[src/rtl/tlsm_ram.sv]
module tlsm_ram #(
	parameter int WIDTH = 8,
	parameter int DEPTH = 16
) (
	input  logic                     clk,
	input  logic                     we,
	input  logic [$clog2(DEPTH)-1:0] waddr,
	input  logic [WIDTH-1:0]         wdata,
	input  logic                     re,
	input  logic [$clog2(DEPTH)-1:0] raddr,
	output logic [WIDTH-1:0]         rdata
);
	logic [WIDTH-1:0] mem [DEPTH];

	always_ff @(posedge clk) begin
		if (re) begin
			rdata <= mem[raddr];
		end
		if (we) begin
			mem[waddr] <= wdata;
		end
	end
endmodule

[config.mk]
export PLATFORM = sky130hd
export DESIGN_NAME = tlsm_ram
export DESIGN_NICKNAME = d
export VERILOG_FILES = /design/src/rtl/tlsm_ram.sv
export SDC_FILE = /design/constraint.sdc
export NUM_CORES = 1
export LEC_CHECK = 0
export BUFFER_PORTS_ARGS = -buffer_cell sky130_fd_sc_hd__buf_2
export CAP_MARGIN = 10
export CORE_MARGIN = 10
export CORE_UTILIZATION = 60
export CTS_CLUSTER_DIAMETER = 60
export DETAILED_ROUTE_END_ITERATION = 7
export PLACE_DENSITY = 0.79
export SLEW_MARGIN = 5
export SYNTH_ARGS = -nofsm -noshare
export SYNTH_HDL_FRONTEND = slang
export SYNTH_SLANG_ARGS = --single-unit
[constraint.sdc]
create_clock -name clk -period 1.7 [get_ports clk]
set_input_delay 0.085 -clock clk [delete_from_list [all_inputs] [get_ports clk]]
set_output_delay 0.085 -clock clk [all_outputs]
set_load 0.005 [all_outputs]
==> key figures <==
Finish
  – Layout cells sized above 1: 31.8%
  – Commonest cells after routing, fill and taps aside: edfxtp_1 (136), buf_2 (26), buf_4 (22), mux4_2 (18)
  – Area growth, synth to finish: 20.4%
  – Antenna fix cells: 0
  – Non-Filler Instances: 416
  – Nets: 317
  – Most common cell after layout, fill and taps aside: edfxtp_1

Clocking
  – Post-CTS Setup Inserts: 0
  – CTS Buf Count: 17
  – Root buf cell: clkbuf_8
  – Clock Path Buffers: 2
  – Worst skew pair latency: 0.52 ns
  – Number of H-tree levels: 4
  – Post-cts sizing count: 0
  – Worst-path clk slew: 0.06 ns
  – CTS tree: yes
  – Clock sinks: 136

Global route
  – Initial antenna violation count: 0
  – First-pass GRT wire length: 16,900 um
  – Vias in the first global route: 2,865
  – Largest net degree at the start of global routing: 33
  – GRT Total Usage: 18.1%
  – GRT overflow: 0

Placement
  – Hpwl dp: 6530 um
  – Placed cells: 375
  – Gp weighted congestion: 0.793
  – Port Buffers: 26

Critical path
  – Crit. End Element: flop
  – Crit Path Category: reg2reg
  – Worst EP required: approximately 2 ns
  – Worst-path cell chain: mux4_1 > a22oi_1 > nand2_1
  – Worst-path fanout max: 1
  – Slowest cell on crit path: mux4_1
  – WP data arrival: 1.74 ns
  – CP startpoint kind: flop
  – Worst path max stage delay: between 0.5 and 0.6 ns

Power and ir drop
  – PwrDens: ~1200 mW/mm2
  – Maximum VDD drop: 0.956 mV
  – Pleak: roughly 2.2 nW

Routing
  – 1st-pass router iterations: 4
  – DRT antenna net count: 0
  – Vias: 2,609
  – DR DRC count: 0
  – Drt initial violations: 230
  – Via-per-instance ratio: 6.27
  – WL final: 10,900 um
  – Mean routed wirelength per cell: 26.2 um

Synth
  – Distinct cells, synth: 18
  – Post-Syn Area: between 0.005 and 0.006 mm2
  – Yosys warning total: 0
  – #FFs+latches synth: 136
  – Gate Count Post-Synth: between 200 and 250
  – Net count after synthesis: 248
  – Syn Area/Cell: about 23 um2
  – Post-synthesis sequential area ratio: 78.1%

Timing
  – Final Skew: 0.00825 ns
  – Worst-margin pin slew: 0.452 ns
  – Min cycle time layout: 1.48 ns
  – Highest clock rate: 676 MHz
  – Setup TNS: 0 ns
  – RSZ-0062 raised after global routing: false
  – Final setup viols: 0
  – Worst slew margin: 69.9%
  – Worst hold margin: 0.0997 ns
  – Slew Viols, Final: 0
  – Fin crit share: between 80% and 90%
  – Endpoints failing hold: 0

Floorplanning
  – Core footprint: about 0.0083 mm2
  – Rows: 33
  – # IOs: 27
  – Die footprint: 0.0128 mm2
  – Initial Util: about 63%
  – Die height: 113 um
  – Die W: between 100 and 150 um

Run status
  – Status: finished, final reports clean

Hold path
  – HP Class: in2reg

Run
  – Max Cap Viol: 0
-- cell usage after synthesis --
library cell,number,share of area [%]
mux4_1,14,7.0
or3b_2,1,0.17
clkdlybuf4s25_2,3,0.57
buf_4,1,0.14
nor3_1,4,0.38
buf_2,3,0.29
nand2_1,9,0.65
buf_6,3,0.65
nand2b_1,2,0.24
nand3_1,1,0.096
and2b_1,1,0.14
a22oi_1,16,2.3
and2_1,1,0.12
nor2b_1,1,0.12
nor2_1,13,0.93
nand3b_1,2,0.29
mux4_2,18,7.8
edfxtp_1,136,78
-- flip-flops by register name, indices dropped and copies added (netlist names) --
name and count:
mem 128, rdata 8
-- layer usage --
layer | routed length [um] | GRT usage, % | vias up
li1 | - | - | 1119
met1 | 4280 | 23.4 | 1320
met2 | 5410 | 26.8 | 153
met3 | 1020 | 6.39 | 17
met4 | 200 | 8.97 | 0
met5 | 0 | 0 | -
-- report_power, final --
part / internal (mW) / total, mW / switching, mW
clock network: 2.22 / 3.55 / 1.33
registers: 3.78 / 3.80 / 0.0218
logic: 0.169 / 0.374 / 0.204
-- timing repair --
action,CTS,global route
hold buffers,9,0
endpoints found under the hold margin,136,0
endpoints found under the setup margin,0,0
-- critical path: cells and delay by family, from the launching register on --
family | cells | cell delay, ns
mux | 1 | 0.54
flops | 1 | 0.40
compound gates | 1 | 0.21
simple gates | 1 | 0.07
-- kinds of logic after synthesis --
logic type      Yosys count  share of synthesized area [%]
flops                   136                           78.1
mux                      32                           14.8
buf+inv                  10                           1.65
compound gates           16                           2.30
simple gates             35                           3.14
-- per-stage QoR --
step | total power, mW | instance area (um2) | setup WS (ns) | utilization [%]
5_1_grt | 7.97 | 6290 | 0.170 | 75.5
3_3_place_gp | 4.21 | 5630 | 0.120 | 67.5
4_1_cts | 7.78 | 6290 | 0.220 | 75.5
6_report | 7.73 | 6290 | 0.222 | 75.5
2_1_floorplan | 4.05 | 5230 | 0.122 | -
3_5_place_dp | 4.22 | 5630 | 0.0858 | 67.5
-- final timing paths --
check	startpoint	cells past startpoint	slack, ns	to
setup reg to reg	mem[9][1]	3	0.22	rdata[1]
setup / recovery	mem[9][1]	3	0.22	rdata[1]
hold reg to reg	mem[12][3]	3	0.76	rdata[3]
hold / removal	waddr[2]	3	0.1	mem[5][1]
-- layout make-up --
cell class | count | area (um2)
fill | 447 | 2050
tap | 105 | 131
clock buffer | 19 | 422
timing repair buffer | 60 | 445
multi-input combinational | 83 | 1060
sequential | 136 | 4080
clock inverter | 13 | 154
No activity file was read; power rests on OpenSTA's default activity.
